$ cat src/rtl/ioct_pkg.sv
// Shared types and constants of the in-order completion tracker.
package ioct_pkg;

  // Default number of pending entries
  localparam int PENDING_DEPTH = 16;

  // Field widths
  localparam int ID_W   = 8;
  localparam int TYPE_W = 8;
  localparam int TICK_W = 32;

  // Timeout register value after reset
  localparam logic [TICK_W-1:0] TIMEOUT_RESET = 32'd90;

  // Request kinds
  typedef enum logic [1:0] {
    CMD_ISSUE = 2'd0,
    CMD_RESP  = 2'd1,
    CMD_TICK  = 2'd2
  } cmd_kind_t;

  // Reply kinds
  typedef enum logic [1:0] {
    RESP_DONE    = 2'd0,
    RESP_ERROR   = 2'd1,
    RESP_ESTOP   = 2'd2,
    RESP_UNKNOWN = 2'd3
  } resp_kind_t;

  // Fault codes
  typedef enum logic [2:0] {
    FC_UNKNOWN    = 3'd0,
    FC_OOO_DONE   = 3'd1,
    FC_UNEXPECTED = 3'd2,
    FC_TIMEOUT    = 3'd3,
    FC_ERR_REPLY  = 3'd4
  } fault_code_t;

  // Control from the tracker to the ID queue
  typedef struct packed {
    logic            push;
    logic            pop;
    logic [ID_W-1:0] wdata;
  } fifo_ctl_t;

  // Control from the tracker to the timeout counter
  typedef struct packed {
    logic clear;
    logic tick;
  } tmr_ctl_t;

endpackage

$ cat src/rtl/ioct_if.sv
// Request and result channel interfaces of the in-order completion tracker.
interface ioct_in_if;
  logic                         valid;
  logic                         ready;
  logic [1:0]                   cmd;
  logic [ioct_pkg::TYPE_W-1:0]  cmd_type;
  logic [1:0]                   resp_type;
  logic [ioct_pkg::ID_W-1:0]    resp_id;

  modport source (output valid, cmd, cmd_type, resp_type, resp_id, input ready);
  modport sink   (input valid, cmd, cmd_type, resp_type, resp_id, output ready);
endinterface

interface ioct_out_if #(
  parameter int CNT_W = 5
);
  logic                         valid;
  logic                         ready;
  logic                         accepted;
  logic [ioct_pkg::ID_W-1:0]    send_id;
  logic [ioct_pkg::TYPE_W-1:0]  send_type;
  logic                         done_valid;
  logic [ioct_pkg::ID_W-1:0]    done_id;
  logic                         fault;
  logic [2:0]                   fault_code;
  logic [CNT_W-1:0]             pending_count;

  modport source (output valid, accepted, send_id, send_type, done_valid, done_id,
                  fault, fault_code, pending_count, input ready);
  modport sink   (input valid, accepted, send_id, send_type, done_valid, done_id,
                  fault, fault_code, pending_count, output ready);
endinterface

$ cat src/rtl/in_order_completion_tracker.sv
// In-order completion tracker: per-request decode, fault state and result register.
// The result of a request is registered and presented in the cycle after it is accepted.
// Throughput: one request per cycle; ready is high while the result register is
// empty or its result is taken in the same cycle.
// Reset (synchronous, active low) clears the ID counter, queue pointers, tick count
// and fault, and loads the timeout with 90; queue storage is not cleared.
module in_order_completion_tracker #(
  parameter int PENDING_DEPTH = ioct_pkg::PENDING_DEPTH,
  parameter int CNT_W         = $clog2(PENDING_DEPTH + 1)
) (
  input  logic                         clk,
  input  logic                         rst_n,
  ioct_in_if.sink                      in_req,
  ioct_out_if.source                   out_rsp,
  input  logic                         cfg_we,
  input  logic [ioct_pkg::TICK_W-1:0]  cfg_wdata
);

  localparam int ID_W   = ioct_pkg::ID_W;
  localparam int TYPE_W = ioct_pkg::TYPE_W;

  ioct_pkg::fifo_ctl_t   fifo_ctl;
  ioct_pkg::tmr_ctl_t    tmr_ctl;
  logic [ID_W-1:0]       head_id;
  logic [CNT_W-1:0]      count_nxt;
  logic                  full, empty, expired;
  logic                  accept;

  logic                  err_r, err_nxt;
  ioct_pkg::fault_code_t code_r, code_nxt;
  logic [ID_W-1:0]       id_r, id_nxt;

  logic                  acc;
  logic [ID_W-1:0]       sid, did;
  logic [TYPE_W-1:0]     stype;
  logic                  dvalid;

  logic                  valid_r;
  logic                  acc_r, dvalid_r, fault_r;
  logic [ID_W-1:0]       sid_r, did_r;
  logic [TYPE_W-1:0]     stype_r;
  logic [2:0]            fcode_r;
  logic [CNT_W-1:0]      cnt_r;

  ioct_id_fifo #(
    .DEPTH (PENDING_DEPTH),
    .CNT_W (CNT_W)
  ) u_fifo (
    .clk       (clk),
    .rst_n     (rst_n),
    .ctl       (fifo_ctl),
    .head_id   (head_id),
    .count_nxt (count_nxt),
    .full      (full),
    .empty     (empty)
  );

  ioct_timer u_timer (
    .clk       (clk),
    .rst_n     (rst_n),
    .cfg_we    (cfg_we),
    .cfg_wdata (cfg_wdata),
    .ctl       (tmr_ctl),
    .expired   (expired)
  );

  assign in_req.ready = !valid_r || out_rsp.ready;
  assign accept       = in_req.valid && in_req.ready;

  // Decode the request and update tracker state
  always_comb begin
    fifo_ctl = '0;
    tmr_ctl  = '0;
    err_nxt  = err_r;
    code_nxt = code_r;
    id_nxt   = id_r;
    acc      = 1'b0;
    sid      = '0;
    stype    = '0;
    dvalid   = 1'b0;
    did      = '0;
    fifo_ctl.wdata = id_r + ID_W'(1);
    if (accept) begin
      unique case (in_req.cmd)
        ioct_pkg::CMD_ISSUE: begin
          id_nxt = id_r + ID_W'(1);
          if (!err_r && !full) begin
            fifo_ctl.push = 1'b1;
            acc           = 1'b1;
            sid           = id_nxt;
            stype         = in_req.cmd_type;
          end
        end
        ioct_pkg::CMD_RESP: begin
          if (!err_r) begin
            tmr_ctl.clear = 1'b1;
            unique case (in_req.resp_type)
              ioct_pkg::RESP_DONE: begin
                if (empty) begin
                  err_nxt  = 1'b1;
                  code_nxt = ioct_pkg::FC_UNEXPECTED;
                end else if (head_id == in_req.resp_id) begin
                  fifo_ctl.pop = 1'b1;
                  dvalid       = 1'b1;
                  did          = in_req.resp_id;
                end else begin
                  err_nxt  = 1'b1;
                  code_nxt = ioct_pkg::FC_OOO_DONE;
                end
              end
              ioct_pkg::RESP_ERROR: begin
                err_nxt  = 1'b1;
                code_nxt = ioct_pkg::FC_ERR_REPLY;
              end
              ioct_pkg::RESP_ESTOP: begin
                err_nxt = err_r;
              end
              ioct_pkg::RESP_UNKNOWN: begin
                err_nxt  = 1'b1;
                code_nxt = ioct_pkg::FC_UNKNOWN;
              end
            endcase
          end
        end
        ioct_pkg::CMD_TICK: begin
          if (!err_r && !empty) begin
            tmr_ctl.tick = 1'b1;
            if (expired) begin
              err_nxt  = 1'b1;
              code_nxt = ioct_pkg::FC_TIMEOUT;
            end
          end
        end
        default: begin
          err_nxt = err_r;
        end
      endcase
    end
  end

  // Hold fault state and the ID counter
  always_ff @(posedge clk) begin
    if (!rst_n) begin
      err_r  <= 1'b0;
      code_r <= ioct_pkg::FC_UNKNOWN;
      id_r   <= '0;
    end else begin
      err_r  <= err_nxt;
      code_r <= code_nxt;
      id_r   <= id_nxt;
    end
  end

  // Result valid: set on accept, drop when taken
  always_ff @(posedge clk) begin
    if (!rst_n) begin
      valid_r <= 1'b0;
    end else if (accept) begin
      valid_r <= 1'b1;
    end else if (out_rsp.ready) begin
      valid_r <= 1'b0;
    end
  end

  // Load the result payload
  always_ff @(posedge clk) begin
    if (accept) begin
      acc_r    <= acc;
      sid_r    <= sid;
      stype_r  <= stype;
      dvalid_r <= dvalid;
      did_r    <= did;
      fault_r  <= err_nxt;
      fcode_r  <= err_nxt ? code_nxt : ioct_pkg::FC_UNKNOWN;
      cnt_r    <= count_nxt;
    end
  end

  assign out_rsp.valid         = valid_r;
  assign out_rsp.accepted      = acc_r;
  assign out_rsp.send_id       = sid_r;
  assign out_rsp.send_type     = stype_r;
  assign out_rsp.done_valid    = dvalid_r;
  assign out_rsp.done_id       = did_r;
  assign out_rsp.fault         = fault_r;
  assign out_rsp.fault_code    = fcode_r;
  assign out_rsp.pending_count = cnt_r;

endmodule

$ cat src/rtl/ioct_id_fifo.sv
// Queue of pending command IDs with a registered head read.
module ioct_id_fifo #(
  parameter int DEPTH = ioct_pkg::PENDING_DEPTH,
  parameter int CNT_W = $clog2(DEPTH + 1)
) (
  input  logic                       clk,
  input  logic                       rst_n,
  input  ioct_pkg::fifo_ctl_t        ctl,
  output logic [ioct_pkg::ID_W-1:0]  head_id,
  output logic [CNT_W-1:0]           count_nxt,
  output logic                       full,
  output logic                       empty
);

  localparam int PTR_W = $clog2(DEPTH);
  localparam logic [PTR_W-1:0] PTR_LAST = PTR_W'(DEPTH - 1);

  logic [ioct_pkg::ID_W-1:0] mem [DEPTH];
  logic [ioct_pkg::ID_W-1:0] head_data_r;
  logic [PTR_W-1:0]          head_r, head_nxt;
  logic [PTR_W-1:0]          tail_r, tail_nxt;
  logic [CNT_W-1:0]          count_r;

  // Advance pointers with wrap at the depth
  always_comb begin
    head_nxt  = head_r;
    tail_nxt  = tail_r;
    count_nxt = count_r;
    if (ctl.pop) begin
      head_nxt  = (head_r == PTR_LAST) ? '0 : head_r + PTR_W'(1);
      count_nxt = count_r - CNT_W'(1);
    end
    if (ctl.push) begin
      tail_nxt  = (tail_r == PTR_LAST) ? '0 : tail_r + PTR_W'(1);
      count_nxt = count_r + CNT_W'(1);
    end
  end

  always_ff @(posedge clk) begin
    if (!rst_n) begin
      head_r  <= '0;
      tail_r  <= '0;
      count_r <= '0;
    end else begin
      head_r  <= head_nxt;
      tail_r  <= tail_nxt;
      count_r <= count_nxt;
    end
  end

  // Write at the tail; prefetch the next head, forwarding a same-cycle write
  always_ff @(posedge clk) begin
    if (ctl.push) begin
      mem[tail_r] <= ctl.wdata;
    end
    if (ctl.push && (tail_r == head_nxt)) begin
      head_data_r <= ctl.wdata;
    end else begin
      head_data_r <= mem[head_nxt];
    end
  end

  assign head_id = head_data_r;
  assign full    = (count_r == CNT_W'(DEPTH));
  assign empty   = (count_r == '0);

endmodule

$ cat src/rtl/ioct_timer.sv
// Timeout register and saturating wait-tick counter.
module ioct_timer (
  input  logic                          clk,
  input  logic                          rst_n,
  input  logic                          cfg_we,
  input  logic [ioct_pkg::TICK_W-1:0]   cfg_wdata,
  input  ioct_pkg::tmr_ctl_t            ctl,
  output logic                          expired
);

  localparam int W = ioct_pkg::TICK_W;

  logic [W-1:0] timeout_r;
  logic [W-1:0] wait_r, wait_nxt;
  logic [W-1:0] wait_inc;

  // Saturate the count at all ones
  assign wait_inc = (&wait_r) ? wait_r : wait_r + W'(1);
  assign expired  = (wait_inc > timeout_r);

  always_comb begin
    wait_nxt = wait_r;
    if (ctl.clear) begin
      wait_nxt = '0;
    end else if (ctl.tick) begin
      wait_nxt = wait_inc;
    end
  end

  always_ff @(posedge clk) begin
    if (!rst_n) begin
      timeout_r <= ioct_pkg::TIMEOUT_RESET;
      wait_r    <= '0;
    end else begin
      if (cfg_we) begin
        timeout_r <= cfg_wdata;
      end
      wait_r <= wait_nxt;
    end
  end

endmodule

$ cat src/flat_wrapper.sv
// flat-port wrapper written by rule: the top's interface ports become plain ports
module in_order_completion_tracker_flat 
#(
  parameter int PENDING_DEPTH = ioct_pkg::PENDING_DEPTH,
  parameter int CNT_W         = $clog2(PENDING_DEPTH + 1)
)
  (clk, rst_n, cfg_we, cfg_wdata, in_req_valid, in_req_cmd, in_req_cmd_type, in_req_resp_type, in_req_resp_id, in_req_ready, out_rsp_valid, out_rsp_accepted, out_rsp_send_id, out_rsp_send_type, out_rsp_done_valid, out_rsp_done_id, out_rsp_fault, out_rsp_fault_code, out_rsp_pending_count, out_rsp_ready);
  ioct_in_if in_req_i ();
  ioct_out_if #(.CNT_W(CNT_W)) out_rsp_i ();
  input  logic clk;
  input  logic rst_n;
  input  logic cfg_we;
  input  logic [ioct_pkg::TICK_W-1:0] cfg_wdata;
  input wire logic [$bits(in_req_i.valid)-1:0] in_req_valid;
  input wire logic [$bits(in_req_i.cmd)-1:0] in_req_cmd;
  input wire logic [$bits(in_req_i.cmd_type)-1:0] in_req_cmd_type;
  input wire logic [$bits(in_req_i.resp_type)-1:0] in_req_resp_type;
  input wire logic [$bits(in_req_i.resp_id)-1:0] in_req_resp_id;
  output wire logic [$bits(in_req_i.ready)-1:0] in_req_ready;
  output wire logic [$bits(out_rsp_i.valid)-1:0] out_rsp_valid;
  output wire logic [$bits(out_rsp_i.accepted)-1:0] out_rsp_accepted;
  output wire logic [$bits(out_rsp_i.send_id)-1:0] out_rsp_send_id;
  output wire logic [$bits(out_rsp_i.send_type)-1:0] out_rsp_send_type;
  output wire logic [$bits(out_rsp_i.done_valid)-1:0] out_rsp_done_valid;
  output wire logic [$bits(out_rsp_i.done_id)-1:0] out_rsp_done_id;
  output wire logic [$bits(out_rsp_i.fault)-1:0] out_rsp_fault;
  output wire logic [$bits(out_rsp_i.fault_code)-1:0] out_rsp_fault_code;
  output wire logic [$bits(out_rsp_i.pending_count)-1:0] out_rsp_pending_count;
  input wire logic [$bits(out_rsp_i.ready)-1:0] out_rsp_ready;
  assign in_req_i.valid = in_req_valid;
  assign in_req_i.cmd = in_req_cmd;
  assign in_req_i.cmd_type = in_req_cmd_type;
  assign in_req_i.resp_type = in_req_resp_type;
  assign in_req_i.resp_id = in_req_resp_id;
  assign in_req_ready = in_req_i.ready;
  assign out_rsp_valid = out_rsp_i.valid;
  assign out_rsp_accepted = out_rsp_i.accepted;
  assign out_rsp_send_id = out_rsp_i.send_id;
  assign out_rsp_send_type = out_rsp_i.send_type;
  assign out_rsp_done_valid = out_rsp_i.done_valid;
  assign out_rsp_done_id = out_rsp_i.done_id;
  assign out_rsp_fault = out_rsp_i.fault;
  assign out_rsp_fault_code = out_rsp_i.fault_code;
  assign out_rsp_pending_count = out_rsp_i.pending_count;
  assign out_rsp_i.ready = out_rsp_ready;
  in_order_completion_tracker #(.PENDING_DEPTH(PENDING_DEPTH), .CNT_W(CNT_W)) u_core (.clk(clk), .rst_n(rst_n), .in_req(in_req_i), .out_rsp(out_rsp_i), .cfg_we(cfg_we), .cfg_wdata(cfg_wdata));
endmodule
$ cat config.mk
export PLATFORM = sky130hd
export DESIGN_NAME = in_order_completion_tracker_flat
export DESIGN_NICKNAME = d
export VERILOG_FILES = /design/src/rtl/ioct_pkg.sv /design/src/rtl/ioct_if.sv /design/src/rtl/in_order_completion_tracker.sv /design/src/rtl/ioct_id_fifo.sv /design/src/rtl/ioct_timer.sv /design/src/flat_wrapper.sv
export SDC_FILE = /design/constraint.sdc
export NUM_CORES = 1
export LEC_CHECK = 0
export BUFFER_PORTS_ARGS = -buffer_cell sky130_fd_sc_hd__buf_4
export CAP_MARGIN = 15
export CORE_UTILIZATION = 50
export CTS_CLUSTER_DIAMETER = 50
export CTS_CLUSTER_SIZE = 40
export DETAILED_ROUTE_END_ITERATION = 10
export PLACE_DENSITY = 0.68
export RECOVER_POWER = 50
export SLEW_MARGIN = 20
export SYNTH_ARGS = -nofsm -noshare
export SYNTH_HDL_FRONTEND = slang
export SYNTH_SLANG_ARGS = --single-unit
$ cat constraint.sdc
create_clock -name clk -period 6.4 [get_ports clk]
set_clock_uncertainty 0.2 [all_clocks]
set_input_delay 0.64 -clock clk [delete_from_list [all_inputs] [get_ports clk]]
set_output_delay 0.64 -clock clk [all_outputs]
set_load 0.03 [all_outputs]
==> flow_summary.ini, run 1 <==
[placed_design]
placed_area_um2 = 13000
io_buffer_count = 93
gp_congestion = 0.833
hpwl_um = 17300

[cts]
cts_resized = 0
clkSinkCount = 257
cts_setup_buffers = 0
clk_path_buf_depth = 3
clock_latency_ns = 0.54
cts_made_buffers = 30
h-tree-depth = 1
clkSlewWorstSetupHoldPaths_ns = 0.06
cts_tree = done
hold_buffers = 0
clockRootBuffer = clkbuf_16

[timing]
tightest_slew_ns = 2.79
final-setup-viol-count = 0
rsz0062_at_grt = false
relSlewSlack_pct = -86.3
timing.final.hold_violations = 0
setup_tns_ns = 0
period_share_pct = 91.4
slew_violations = 143
fmax_mhz = 171
post-route-min-period_ns = 5.85

[synthesis]
synthAdderAreaFrac_pct = 4.56
synthMuxAreaShare_pct = 9.94
synth_fp_nets = 1103
synth_ff_type = edfxtp_1
synth_top_area_share_pct = 40.6
synth_commonest_cells = 163 x edfxtp_1, 107 x nor2_1, 94 x dfxtp_1
synth-simple-area-share_pct = 14.7
ys_ff_latch = 257
yosys.cell_count.top_type = edfxtp_1
ys_types = 67
postSynthAreaPerCell_um2 = 12.0
synth_edf_count = 163
synth_cells = 1002
synth-compound-area-share_pct = 6.23
ys_async_sr_fraction_pct = 0
yosysTopAreaCell = edfxtp_1
synth_top_family_by_area = simple AND/OR/NAND/NOR gates
synth_xor_area_share_pct = 5.29
synth_area_um2 = 12100
ys_seq_area_share_pct = 56.2
synth_area_leaders = edfxtp_1 41%, dfxtp_1 16%, mux4_2 5.4%, ha_1 4.6%, mux2i_1 3.4%
yosysWarnings = 0

[drt]
routed_wirelength_um = 25800
post-route-drc-count = 0
dr_total_vias = 7950
ant_nets = 0
wl_per_cell_um = 17.9
drtIter0Drc = 514
dr.pass1.iters = 5
viasPerCell = 5.54

[floorplanning]
fp.coreArea_um2 = 23500
die_h_um = 157
rows = 56
io_pins = 94
start_util_pct = 51.2
die_x_um = 157
die_area_um2 = 24700

[critical_path]
path_class = reg2reg
r2r-end = u_core.out_rsp.fault_code[2]
crit_fanout = 7
required_ns = 6.48
rr_worst_depth = 17
worst_setup_path_start_kind = register
r2r_setup_slack_ns = 0.55
crit_path_end_kind = register
worstPathArrival_ns = 5.93
r2r-start = u_core.u_timer.wait_r[3]

[global_route]
antenna_found_initial = 0
grt_pass1_vias = 7555
grtUsageTotal_pct = 21.4
grt_overflow = 0
grt_first_pass_wirelength_um = 40600
grt_max_degree = 56

[finish]
areaGrowthSynthToFinish_pct = 15.5
drive_gt1_share_pct = 15.0
fin_util_pct = 59.2
fin_area_um2 = 13900
n_antenna_cell = 0
nets = 1194

[pwr]
pwr_density_cell_nw_per_um2 = 269
total_power_w = 0.00374
p_leak_nw = 5.17
ir_worst_vdd_uv = 222

[min_path]
hold_path_end = u_core.u_timer.timeout_r[6]
hp-class = in2reg
worstHoldStart = cfg_wdata[6]
hold_depth = 3

[run_status]
outcome = finished with violations
violations = capacitance limit, slew limit

[flow_run]
cap_violations = 3
logic make-up (layout without fill, tap and decap cells):
| family | after synthesis | after routing |
|---|---|---|
| adder cells (fa/ha/maj) | 44 | 44 |
| buffers and inverters | 87 | 202 |
| XOR/XNOR | 72 | 72 |
| flip-flops | 257 | 257 |
| AND/OR/NAND/NOR | 348 | 348 |
| AO/OA/AOI/OAI | 116 | 116 |
| multiplexers | 78 | 78 |
registers in the layout, summed over array words and instances (netlist names), 5 cells and up, named ones only:
| name | flops |
|---|---|
| u_core.out_rsp.done_id | 8 |
| u_core.u_timer.wait_r | 32 |
| u_core.out_rsp.send_type | 8 |
| u_core.u_timer.timeout_r | 32 |
| u_core.u_fifo.count_r | 5 |
| u_core.out_rsp.pending_count | 5 |
| u_core.u_fifo.mem | 128 |
| u_core.id_r | 8 |
| u_core.out_rsp.send_id | 8 |
per-stage QoR:
step,instances,setup slack [ns],hold slack [ns]
final,1436,0.553,0.121
after CTS,1436,0.590,0.109
after floorplan,1002,1.26,0.254
after detailed placement,1380,0.620,0.276
after global routing,1436,0.176,0.109
after global placement,1380,0.733,0.269
worst max-delay path by stage:
stage	cells past startpoint	start	to
3_3_place_gp	17	u_core.u_timer.wait_r[3]	u_core.out_rsp.fault_code[0]
2_1_floorplan	18	u_core.u_timer.wait_r[10]	u_core.out_rsp.fault_code[0]
5_1_grt	17	u_core.u_timer.wait_r[3]	u_core.out_rsp.fault_code[2]
4_1_cts	17	u_core.u_timer.wait_r[3]	u_core.out_rsp.fault_code[2]
3_5_place_dp	17	u_core.u_timer.wait_r[3]	u_core.out_rsp.fault_code[0]
6_report	17	u_core.u_timer.wait_r[3]	u_core.out_rsp.fault_code[2]
critical path, cell delays in order (launching register included):
cell and delay [ns]:
dfxtp_1 0.43, and3_1 0.29, and4_1 0.36, nand2_1 0.11, or4_4 0.55, nor4_4 0.42
nand3_1 0.29, nor3_1 0.25, xor2_1 0.11, ha_1 0.30, nand2_1 0.07, nor4_1 0.38
nand4_1 0.25, o41ai_1 0.58, nor4_1 0.13, o32a_1 0.31, a311o_1 0.40, a21boi_1 0.16
layout make-up:
cell class,count,area (um^2)
fill,1952,9610
inverter,46,173
timing repair buffer,100,586
tap,319,399
clock buffer,33,783
clock inverter,23,275
multi-input combinational,658,4940
sequential,257,6780
placed cells by master (no fill, tap or decap), types with 39 or more instances in the layout:
cell type  instances
nor2_1           106
xor2_1            39
edfxtp_1         163
clkbuf_1          46
mux2i_1           41
buf_4             56
dfxtp_1           92
inv_1             45
ha_1              44
nand2_1           70
where the power goes:
part	switching [W]	internal [W]	leakage, nW
logic	0.000125	0.0000691	2.32
registers	0.0000117	0.00178	2.36
clock network	0.000751	0.00101	0.493
total	0.000887	0.00286	5.17
per-layer routing:
metal	part of all wire, %	vias to the layer above	track usage [%]	wire length (um)
li1	-	3853	-	-
met1	44	3810	29.2	11400
met4	1.7	0	5.27	447
met3	5.7	34	2.97	1480
met2	48	253	36.1	12400
met5	0	-	0	0
(Power assumes the default switching activity.)
==> run 2: changes to the inputs <==
Settings changed: REMOVE_ABC_BUFFERS from default to 1.
==> run 2 against run 1 <==
  * The flow still finishes with violations (capacitance limit, slew limit)
  * Wire length grew 1.8%
  * Core utilization is 0.55 points lower
  * Critical path depth is the same
  * Critical path type unchanged
  * Critical endpoint is now u_core.out_rsp.fault_code[0]
  * Highest routed layer unchanged
==> flow_summary.ini, run 2 (same netlist as run 1, synthesis figures left out) <==
[run_status]
outcome = finished with violations
violations = capacitance limit, slew limit

[critical_path]
required_ns = 6.47
r2r-start = u_core.u_timer.wait_r[3]
worst_setup_path_start_kind = register
path_depth = 17
cp_num_buf_inv = 0
worstPathArrival_ns = 5.98
rr_worst_depth = 17
path_class = reg2reg
r2r_setup_slack_ns = 0.49
r2r-end = u_core.out_rsp.fault_code[0]
crit_fanout = 7
cp_top_family = simple AND/OR/NAND/NOR gates
endpoint = u_core.out_rsp.fault_code[0]
slowest_delay_ns = 0.63
crit_path_end_kind = register
worstPathCellList = and3_1 -> and4_1 -> nand2_1 -> or4_4 -> nor4_4 -> nand3_1 -> nor3_1 -> xor2_1 -> ha_1 -> nand2_1 -> nor4_1 -> nand4_1 -> o41ai_1 -> nor4_1 -> o32a_1 -> a311o_1 -> a21boi_1
crit_start = u_core.u_timer.wait_r[3]
slowest_stage = o41ai_1

[drt]
viasPerCell = 5.55
routed_wirelength_um = 26200
post-route-drc-count = 0
dr_total_vias = 7943
drtIter0Drc = 612
wl_per_cell_um = 18.3
ant_nets = 0
dr.pass1.iters = 5

[floorplanning]
die_h_um = 157
start_util_pct = 51.2
fp.coreArea_um2 = 23500
die_area_um2 = 24700
rows = 56
die_x_um = 157
io_pins = 94

[finish]
largest_register = u_core.u_fifo.mem
mostFrequentLayoutCell = edfxtp_1
n_antenna_cell = 0
final_cells = 1431
drive_gt1_share_pct = 14.7
largest_reg_flops = 128
reg_top3 = u_core.u_fifo.mem x128, u_core.u_timer.timeout_r x32, u_core.u_timer.wait_r x32
areaGrowthSynthToFinish_pct = 14.5
fin_area_um2 = 13800
nets = 1193
mostFrequentLayoutCells = 163 x edfxtp_1, 105 x nor2_1, 93 x dfxtp_1, 70 x nand2_1, 59 x buf_4

[cts]
clkSlewWorstSetupHoldPaths_ns = 0.07
clockRootBuffer = clkbuf_16
cts_setup_buffers = 0
cts_resized = 0
clk_path_buf_depth = 3
clkSinkCount = 257
clock_latency_ns = 0.54
h-tree-depth = 1
cts_tree = done
hold_buffers = 0
cts_made_buffers = 26

[placed_design]
dp_cells = 1383
hpwl_um = 17900
placed_area_um2 = 13100
gp_congestion = 0.841
io_buffer_count = 93

[timing]
fmax_mhz = 169
slew_violations = 129
tightest_slew_ns = 2.56
holdWs_ns = 0.142
final-setup-viol-count = 0
setup_tns_ns = 0
rsz0062_at_grt = false
relSlewSlack_pct = -70.4
timing.final.hold_violations = 0
period_share_pct = 92.3
post-route-min-period_ns = 5.91

[pwr]
p_leak_nw = 5.13
pwr_density_cell_nw_per_um2 = 256
total_power_w = 0.00353
ir_worst_vdd_uv = 212

[global_route]
antenna_found_initial = 0
grt_pass1_vias = 7478
grt_max_degree = 51
grtUsageTotal_pct = 21.4
grt_first_pass_wirelength_um = 40500
grt_overflow = 0

[min_path]
worstHoldStart = cfg_wdata[14]
hp-class = in2reg

[flow_run]
cap_violations = 3
[run 2: changes by cell type in the layout (fill, tap and decap cells not counted), moves of 2 or more]
cell | before | now
buf_4 | 56 | 59
bufinv_16 | 2 | 0
clkbuf_1 | 46 | 44
clkbuf_16 | 31 | 27
clkinv_2 | 0 | 3
clkinv_8 | 3 | 5
clkinvlp_4 | 7 | 2
inv_6 | 5 | 2
[run 2: metal layers]
| metal | global-route usage (%) | share of wire, % |
|---|---|---|
| met1 | 30.4 | 45 |
| met2 | 35.4 | 47 |
| met3 | 2.86 | 6.3 |
| met4 | 3.88 | 1.1 |
| met5 | 0 | 0 |
[run 2: per-stage QoR]
stage | utilization (%) | setup WS [ns]
2_1_floorplan | - | 1.31
3_3_place_gp | 55.5 | 0.710
3_5_place_dp | 55.5 | 0.611
4_1_cts | 59.3 | 0.576
5_1_grt | 58.6 | 0.188
6_report | 58.6 | 0.491
[run 2: layout make-up]
class | count | area, um^2
inverter | 46 | 173
multi-input combinational | 658 | 4950
clock inverter | 21 | 223
clock buffer | 27 | 676
sequential | 257 | 6780
tap | 319 | 399
timing repair buffer | 103 | 608
fill | 1988 | 9740
[run 2: how the worst min path moves through the flow]
stage / to / slack, ns / cells after the start
6_report: u_core.u_timer.timeout_r[14] / 0.14 / 3
3_3_place_gp: u_core.id_r[1] / 0.26 / 2
2_1_floorplan: u_core.id_r[1] / 0.25 / 2
4_1_cts: u_core.u_timer.timeout_r[16] / 0.13 / 3
5_1_grt: u_core.u_timer.timeout_r[22] / 0.15 / 3
3_5_place_dp: u_core.id_r[1] / 0.27 / 2
[run 2: worst min-delay path, delay by kind of cell]
kind	cells	cell delay (ns)
buffers and inverters	1	0.07
and+or+nand+nor	1	0.07
muxes	1	0.05
[run 2: power by group]
part,internal [W],switching [W],total (W)
clock,0.000818,0.000729,0.00155
sequential,0.00178,0.0000123,0.00179
combinational,0.0000692,0.000125,0.000194
